### src/rtl/bfcm_pkg.sv
// ----------------------------------------------------------------------------
// bfcm_pkg: shared definitions of the box filter clipped mean block
// Holds the store geometry, command and register codes, and the divider
// request and response types.
// ----------------------------------------------------------------------------
package bfcm_pkg;

	localparam int MAX_WIDTH    = 256;
	localparam int MAX_HEIGHT   = 256;
	localparam int MAX_KERNEL   = 15;
	localparam int MAX_CHANNELS = 4;

	localparam int ADDR_W = $clog2(MAX_WIDTH * MAX_HEIGHT);
	localparam int SUM_W  = 16;
	localparam int CNT_W  = 8;
	localparam int QUO_W  = 8;
	localparam int QBIT_W = $clog2(QUO_W);

	localparam logic CMD_LOAD   = 1'b0;
	localparam logic CMD_FILTER = 1'b1;

	localparam logic [3:0] REG_IMAGE_WIDTH   = 4'd0;
	localparam logic [3:0] REG_IMAGE_HEIGHT  = 4'd1;
	localparam logic [3:0] REG_KERNEL_WIDTH  = 4'd2;
	localparam logic [3:0] REG_KERNEL_HEIGHT = 4'd3;
	localparam logic [3:0] REG_ANCHOR_COL    = 4'd4;
	localparam logic [3:0] REG_ANCHOR_ROW    = 4'd5;
	localparam logic [3:0] REG_CENTERED      = 4'd6;
	localparam logic [3:0] REG_CHANNEL_COUNT = 4'd7;

	typedef struct packed {
		logic             start;
		logic [SUM_W-1:0] dividend;
		logic [CNT_W-1:0] divisor;
	} div_req_t;

	typedef struct packed {
		logic             busy;
		logic             done;
		logic [QUO_W-1:0] quotient;
	} div_rsp_t;

endpackage

### src/rtl/bfcm_div.sv
// ----------------------------------------------------------------------------
// bfcm_div: serial restoring divider
// Divides a channel sum by the pixel count, one quotient bit per cycle.
// The quotient is known to fit in eight bits.
// ----------------------------------------------------------------------------
module bfcm_div
	import bfcm_pkg::*;
(
	input  logic     clk,
	input  logic     arst_n,
	input  div_req_t req,
	output div_rsp_t rsp
);

	logic [SUM_W-1:0]  rem_q;
	logic [CNT_W-1:0]  den_q;
	logic [QUO_W-1:0]  quo_q;
	logic [QBIT_W-1:0] bit_q;
	logic              busy_q;
	logic              done_q;
	logic [SUM_W-1:0]  trial;

	assign trial = SUM_W'(den_q) << bit_q;

	always_ff @(posedge clk or negedge arst_n) begin
		if (!arst_n) begin
			busy_q <= 1'b0;
			done_q <= 1'b0;
			bit_q  <= '0;
		end else begin
			done_q <= 1'b0;
			if (req.start) begin
				rem_q  <= req.dividend;
				den_q  <= req.divisor;
				quo_q  <= '0;
				bit_q  <= QBIT_W'(QUO_W - 1);
				busy_q <= 1'b1;
			end else if (busy_q) begin
				if (rem_q >= trial) begin
					rem_q        <= rem_q - trial;
					quo_q[bit_q] <= 1'b1;
				end
				if (bit_q == '0) begin
					busy_q <= 1'b0;
					done_q <= 1'b1;
				end else begin
					bit_q <= bit_q - 1'b1;
				end
			end
		end
	end

	assign rsp.busy     = busy_q;
	assign rsp.done     = done_q;
	assign rsp.quotient = quo_q;

endmodule

### config.mk
export PLATFORM = sky130hd
export DESIGN_NAME = bfcm_div
export DESIGN_NICKNAME = d
export VERILOG_FILES = /design/src/rtl/bfcm_pkg.sv /design/src/rtl/bfcm_div.sv
export SDC_FILE = /design/constraint.sdc
export NUM_CORES = 1
export LEC_CHECK = 0
export CAP_MARGIN = 20
export CORE_UTILIZATION = 40
export CTS_CLUSTER_SIZE = 8
export DETAILED_ROUTE_END_ITERATION = 12
export DONT_BUFFER_PORTS = 1
export SYNTH_ARGS = -nofsm -noshare
export SYNTH_HDL_FRONTEND = slang
export SYNTH_SLANG_ARGS = --single-unit
### constraint.sdc
create_clock -name clk -period 4.1 [get_ports clk]
set_input_delay 0.205 -clock clk [delete_from_list [all_inputs] [get_ports clk]]
set_output_delay 0.205 -clock clk [all_outputs]
set_load 0.1 [all_outputs]
---- After elaboration in Yosys (flattened, before gate mapping) ----
Index checks and enable logic that the tools add are counted.
cells by class
  $add $sub $neg .......................... 2
  order comparisons ....................... 3
  eq/ne operators ......................... 1
  shift operators ......................... 1
  multiplexer cells ....................... 16
  bitwise logic cells ..................... 1
  reduce and logical (&&, ||, !) cells .... 7
operators with widths
  operator                                                                number
  16-bit 2-to-1 mux                                                       3
  16-bit >= comparator                                                    1
  8-bit 2-to-1 mux                                                        2
  8-bit by 3-bit left shift with 16-bit output                            1
  16-bit subtractor                                                       1
  3-bit 2-to-1 mux                                                        3
  8-bit OR                                                                1
  1-bit 2-to-1 mux                                                        7
  3-bit by 4-bit < comparator with 1-bit output (second input constant)   1
  2-bit AND reduction                                                     2
  2-bit nonzero test                                                      2
  1-bit demux with 3-bit select                                           1
  3-bit by 1-bit >= comparator with 1-bit output (second input constant)  1
  3-bit zero test                                                         1
  3-bit AND reduction                                                     1
  3-bit by 1-bit subtractor with 3-bit output (second input constant)     1
  2-bit != test (second input constant)                                   1
  1-bit logical AND                                                       1
word-level totals
  bits in registers ....................... 37
  bits of input ports ..................... 27

---- Longest topological paths before layout ----
Gate-level depths: netlist of the first run.
  depth after elaboration ................. 7
  mapped depth ............................ 13
  depth with buffers taken out ............ 12

---- Least setup slack after synthesis of the first run ----
No wires, ideal clock.
  path type ............................... register to register
  start point ............................. register bit_q[0]
  end point ............................... register rem_q[0] (enable)
  library setup time ...................... 0.373 ns
  arrival time ............................ 2.962 ns
  required time ........................... 3.727 ns
  setup slack ............................. 0.765 ns
  cell stages (with the launch flop) ...... 12
  buffers on the path ..................... 1
  cells stage by stage .................... dfrtp_1 -> clkbuf_1 -> mux2i_1 -> nand2b_1 -> inv_1 -> fa_1 -> nand2b_1 -> a21o_1 -> a21o_1 -> a211o_1 -> a21boi_0 -> o21a_1
on the way
  longest elaborated chain between the ends .. 4
RTL lines
  element                                       RTL line        RTL
  from (decl)                                   bfcm_div.sv:18  logic [QBIT_W-1:0] bit_q;
  from (signal assigned)                        bfcm_div.sv:36  bit_q <= QBIT_W'(QUO_W - 1);
  from (signal assigned)                        bfcm_div.sv:47  bit_q <= bit_q - 1'b1;
  8-bit by 3-bit left shift with 16-bit output  bfcm_div.sv:23  assign trial = SUM_W'(den_q) << bit_q;
  16-bit >= comparator                          bfcm_div.sv:39  if (rem_q >= trial) begin
  2-bit nonzero test (no line)                  n/a
  3-bit AND reduction (no line)                 n/a
  to (signal assigned)                          bfcm_div.sv:33  rem_q <= req.dividend;
  to (signal assigned)                          bfcm_div.sv:40  rem_q <= rem_q - trial;
  to (decl)                                     bfcm_div.sv:15  logic [SUM_W-1:0] rem_q;
Every way passes these cells.
A chain may end at the register's enable or synchronous reset.

---- Worst setup path in the final report of the first run ----
  start point ............................. register bit_q[1]
  end point ............................... register rem_q[13] (enable)
The elaborated chain is that of the path after synthesis.

==> results of run 1 <==
cells by family (layout without fill, tap and decap cells):
group | count (synthesis) | in the layout | share of synthesized area
compound gates | 92 | 92 | 0.231
fa+ha+maj | 18 | 18 | 0.0876
mux | 11 | 11 | 0.0433
buf+inv | 31 | 33 | 0.0476
xor+xnor | 10 | 10 | 0.0330
simple gates | 89 | 89 | 0.149
flops | 37 | 37 | 0.409
power by group:
group / switching [mW] / total [mW] / internal, mW / leakage [nW]
Sequential: 0.0786 / 0.556 / 0.477 / 0.366
Clock: 0.130 / 0.252 / 0.121 / 0.0424
Combinational: 0.362 / 0.597 / 0.234 / 0.713
final cells by class:
cell class | count | area, um2
tap | 77 | 96.3
clock buffer | 7 | 76.3
timing repair buffer | 7 | 65.1
multi-input combinational | 220 | 1450
fill | 632 | 3540
inverter | 18 | 67.6
clock inverter | 1 | 8.76
sequential | 37 | 1090
per-layer routing:
layer / track usage / part of all wire
met2: 0.308 / 0.47
met1: 0.246 / 0.46
met5: 0 / 0
met3: 0.0396 / 0.052
met4: 0.0493 / 0.010
sequential cells by signal, summed over array words and instances, names as in the netlist:
| name | flops |
|---|---|
| rem_q | 16 |
| den_q | 8 |
| quo_q | 8 |
| bit_q | 3 |
| busy_q | 1 |
| done_q | 1 |
critical path, delay by kind of cell (launching register included):
family | cells | cell delay [ns]
buffers and inverters | 2 | 0.56
flip-flops | 1 | 0.65
AO/OA/AOI/OAI | 7 | 1.44
AND/OR/NAND/NOR | 1 | 0.31
adder cells (fa/ha/maj) | 1 | 0.42
placed cells by master (no fill, tap or decap), types with 3 or more instances in the layout:
master and n:
nor2_1 20, ha_1 17, nand3_1 5, nand2_1 40, edfxtp_1 32, nand2b_1 4
mux2_2 4, a21o_1 7, xor2_1 6, nor2b_1 3, o21ai_0 30, o211ai_1 4
clkbuf_8 5, and2_1 3, mux2i_1 7, inv_1 16, nor3_1 8, dlygate4sd3_1 5
dfrtp_1 5, xnor2_1 4, a21oi_1 25
repair_timing:
| item | in CTS | in global routing |
|---|---|---|
| setup endpoints to repair | 0 | 0 |
| endpoints found under the hold margin | 8 | 5 |
| gates resized for setup | 0 | 0 |
| hold buffers | 4 | 1 |
worst min path at each step:
stage	end	slack (ns)	depth (start not counted)
4_1_cts	quo_q[3]$_SDFFCE_PP0P_	0.01	0
3_3_place_gp	bit_q[1]$_DFFE_PN0P_	-0.09	0
5_1_grt	quo_q[6]$_SDFFCE_PP0P_	0.002	0
2_1_floorplan	bit_q[0]$_DFFE_PN0P_	-0.09	0
6_report	quo_q[6]$_SDFFCE_PP0P_	0.02	0
3_5_place_dp	done_q$_DFF_PN0_	-0.09	0
==> run metrics, run 1 <==
outcome finished clean; hpwl dp 4610 um; layout cells sized above 1 0.0690; dpl cells 354; TNS Setup 0 ns; total power 1.40 mW; Hold Fails Final Rpt 0; vias after detailed routing 2091; fin crit share 0.890; root buffer cell clkbuf_8; largest area contributor in the netlist edfxtp_1; post-route ant nets 0; total number of yosys warnings 0; # clock sinks 37; Crit path largest cell delay 0.65 ns; area delta synth->final 7.06%; final WL 6120 um; Core ar. 6390 um2; Reg-to-Reg End rem_q[13]$_DFFE_PP_; utilization after layout 0.446; worst clock skew 0.0194 ns; Layout Cells excl Fill 367; crit-path max FO 17; first-pass GRT wire length 10200 um; Pwr per Cell Area 494 nW/um2; number of max-cap violations 0; VDD IR-drop max 0.000280 V; synthesized cell area 2660 um2; row count 29; Setup Buffers After CTS 0; crit path kind reg -> reg; vias per inst 5.70; Setup crit end kind register; RSZ-0062 raised after global routing no; clock tree buffer depth 2; CTS buffer count 5; RR Startpoint bit_q[1]$_DFFE_PN0P_; slowest CP cell dfrtp_1; Worst Min Path Start arst_n; # DRC 0; Die H 83.5 um; post-synthesis register bit count 37; most frequent cell after synthesis nand2_1; Top FF cell, synth edfxtp_1; Worst-Margin Slew 0.932 ns; Worst Reg-to-Reg Cells 11; Post-synth EDFFs 32; Setup crit start bit_q[1]$_DFFE_PN0P_; Starting Density 0.416; Syn Nets 333; CP Capture Point rem_q[13]$_DFFE_PP_; Max Freq 274 MHz; Leak 1.12 nW; hold slack 0.0205 ns; FFs w/ async S/R, synth 0.135; sequential area share after synthesis 0.409; Synth top area share 0.362; class of the worst hold path in -> reg; fin area 2850 um2; Die X 83.5 um; Antenna Diode Count 0; Yosys cell types 47; IO Pins 37; critical path cell sequence clkinv_1 > nor2_1 > a22oi_1 > ha_1 > a21oi_1 > o21ai_0 > a31oi_1 > a211o_1 > a21boi_0 > o21a_1 > buf_4; pin count of the biggest net entering global routing 43; pre-CTS WS 0.536 ns; most frequent cells after synthesis 40 x nand2_1, 32 x edfxtp_1, 30 x o21ai_0; gr ovfl total 0; setup ws final 0.452 ns; initial antenna violation count 0; top post-synthesis cells by area edfxtp_1 36%, ha_1 8.0%, nand2_1 5.6%; minimum clock period after layout 3.65 ns; drt pass-1 iters 4; CTS clk-pin slew, worst paths 0.08 ns; Worst EP required 4.14 ns; drt initial violations 115; number of port buffers 0; arrival time worst endpoint 3.69 ns; Die ar. 6970 um2; crit start category register; synthesized area per cell 9.23 um2; CTS tree yes; fin. max-slew vios 0; final setup vio count 0; Final GP Congestion 0.886; Mapped Cells 288; R2R Setup Slk 0.45 ns; Total Nets Final 334; H-tree depth 2; clk_lat worst skew 0.29 ns; placed cell areas 2710 um2; vias in the first global route 2080; Total GRT Usage 0.186; Max-Slew Margin vs Limit 0.379; WL/cell 16.7 um
Power figures use the tool's default switching activity.
==> inputs of run 2 (changes only) <==
- CORE_ASPECT_RATIO: not set -> 1.1
- SLEW_MARGIN: not set -> 0
==> run metrics, run 2 (synthesized netlist as in run 1, its figures left out) <==
arrival time worst endpoint 3.70 ns (was 3.69 ns); Antenna Diode Count 0 (unchanged); area delta synth->final 5.89% (was 7.06%); VDD IR-drop max 0.000238 V (was 0.000280 V); Pwr per Cell Area 502 nW/um2 (was 494 nW/um2); Die H 87.5 um (was 83.5 um); crit path kind reg -> reg (unchanged); Max-Slew Margin vs Limit 0.380 (was 0.379); Die ar. 6970 um2 (about the same); WL/cell 16.6 um (was 16.7 um); vias after detailed routing 2072 (was 2091); # clock sinks 37 (unchanged); row count 30 (was 29); outcome finished clean (unchanged); largest register by flop count rem_q (unchanged); total power 1.41 mW (was 1.40 mW); CTS tree yes (unchanged); fin crit share 0.894 (was 0.890); Worst-Margin Slew 0.931 ns (was 0.932 ns); number of max-cap violations 0 (unchanged); gr ovfl total 0 (unchanged); RSZ-0062 raised after global routing no (unchanged); H-tree depth 2 (unchanged); number of port buffers 0 (unchanged); Final GP Congestion 0.820 (was 0.886); initial antenna violation count 0 (unchanged); dpl cells 357 (was 354); clk_lat worst skew 0.29 ns (about the same); hpwl dp 4700 um (was 4610 um); max reg flops 16 (unchanged); worst clock skew 0.0110 ns (was 0.0194 ns); class of the worst hold path in -> reg (unchanged); clock tree buffer depth 2 (unchanged); Worst EP required 4.13 ns (was 4.14 ns); minimum clock period after layout 3.67 ns (was 3.65 ns); CTS buffer count 5 (unchanged); vias per inst 5.66 (was 5.70); post-route ant nets 0 (unchanged); crit-path max FO 17 (unchanged); commonest non-fill, non-tap cell in the layout nand2_1 (unchanged); Starting Density 0.421 (was 0.416); root buffer cell clkbuf_8 (unchanged); R2R Setup Slk 0.43 ns (was 0.45 ns); Hold Fails Final Rpt 0 (unchanged); leading registers by flop count rem_q x16, den_q x8, quo_q x8 (unchanged); vias in the first global route 1971 (was 2080); first-pass GRT wire length 9760 um (was 10200 um); Total GRT Usage 0.187 (was 0.186); CTS clk-pin slew, worst paths 0.07 ns (was 0.08 ns); pin count of the biggest net entering global routing 43 (unchanged); final setup vio count 0 (unchanged); commonest non-fill, non-tap cells in the layout 40 x nand2_1, 32 x edfxtp_1, 30 x o21ai_0, 25 x a21oi_1, 20 x nor2_1 (unchanged); crit start category register (unchanged); Layout Cells excl Fill 366 (was 367); Total Nets Final 330 (was 334); drt pass-1 iters 4 (unchanged); # DRC 0 (unchanged); Setup crit end kind register (unchanged); Max Freq 273 MHz (was 274 MHz); layout cells sized above 1 0.0699 (was 0.0690); Core ar. 6310 um2 (was 6390 um2); fin. max-slew vios 0 (unchanged); drt initial violations 196 (was 115); Leak 1.11 nW (was 1.12 nW); TNS Setup 0 ns (unchanged); Die X 79.7 um (was 83.5 um); IO Pins 37 (unchanged); final WL 6070 um (was 6120 um)
run 2: changes by cell type in the layout (fill, tap and decap cells not counted):
cell | before | now
clkbuf_8 | 5 | 6
clkinv_4 | 1 | 0
dlygate4sd3_1 | 5 | 1
run 2: layout make-up:
cell class,instances,area [um2]
clock buffers,8,90.1
inverters,18,67.6
multi-input cells,220,1450
fillers,656,3490
well taps,80,100
repair buffers,3,25.0
flip-flops and latches,37,1090
run 2: stage by stage:
step	hold slack (ns)	setup WS (ns)	cell area, um2	utilization
3_3_place_gp	-0.0899	0.536	2710	0.430
3_5_place_dp	-0.0898	0.474	2710	0.430
4_1_cts	0.00474	0.463	2810	0.446
5_1_grt	0.000544	0.0691	2810	0.446
6_report	0.0136	0.433	2810	0.446
2_1_floorplan	-0.0906	0.765	2660	-
run 2: worst paths after layout:
| kind | startpoint | endpoint | cells past startpoint |
|---|---|---|---|
| worst max-delay path | bit_q[1]$_DFFE_PN0P_ | rem_q[14]$_DFFE_PP_ | 11 |
| worst min-delay path | req[1] | den_q[1]$_DFFE_PP_ | 0 |
| worst max register to register | bit_q[1]$_DFFE_PN0P_ | rem_q[14]$_DFFE_PP_ | 11 |
| worst min register to register | rem_q[15]$_DFFE_PP_ | rem_q[15]$_DFFE_PP_ | 3 |
| max in group asynchronous | arst_n | bit_q[1]$_DFFE_PN0P_ | 1 |
| min in group asynchronous | arst_n | busy_q$_DFF_PN0_ | 1 |
run 2: metal layers:
metal  vias up  part of all wire  GRT usage
met5         -                 0          0
met4         0             0.015     0.0612
met3         7             0.034     0.0314
met2        42              0.49      0.322
met1       985              0.46      0.235
li1       1038                 -          -
run 2: where the power goes:
part | leakage (nW) | internal [mW] | switching, mW | total (mW)
sequential | 0.366 | 0.478 | 0.0787 | 0.556
combinational | 0.696 | 0.232 | 0.358 | 0.590
clock | 0.0455 | 0.137 | 0.128 | 0.265
run 2: worst max-delay path, stage by stage (launching register included):
cell and delay (ns):
dfrtp_1 0.64, clkinv_1 0.38, nor2_1 0.34, a22oi_1 0.16
ha_1 0.42, a21oi_1 0.33, o21ai_0 0.14, a31oi_1 0.38
a211o_1 0.16, a21boi_0 0.07, o21a_1 0.19, buf_4 0.20
run 2: repair_timing:
item | 4_1_cts | 5_1_grt
resized for setup | 0 | 0
hold endpoints to repair | 5 | 0
hold buffers | 1 | 0
setup buffers | 0 | 0
endpoints found under the setup margin | 0 | 0
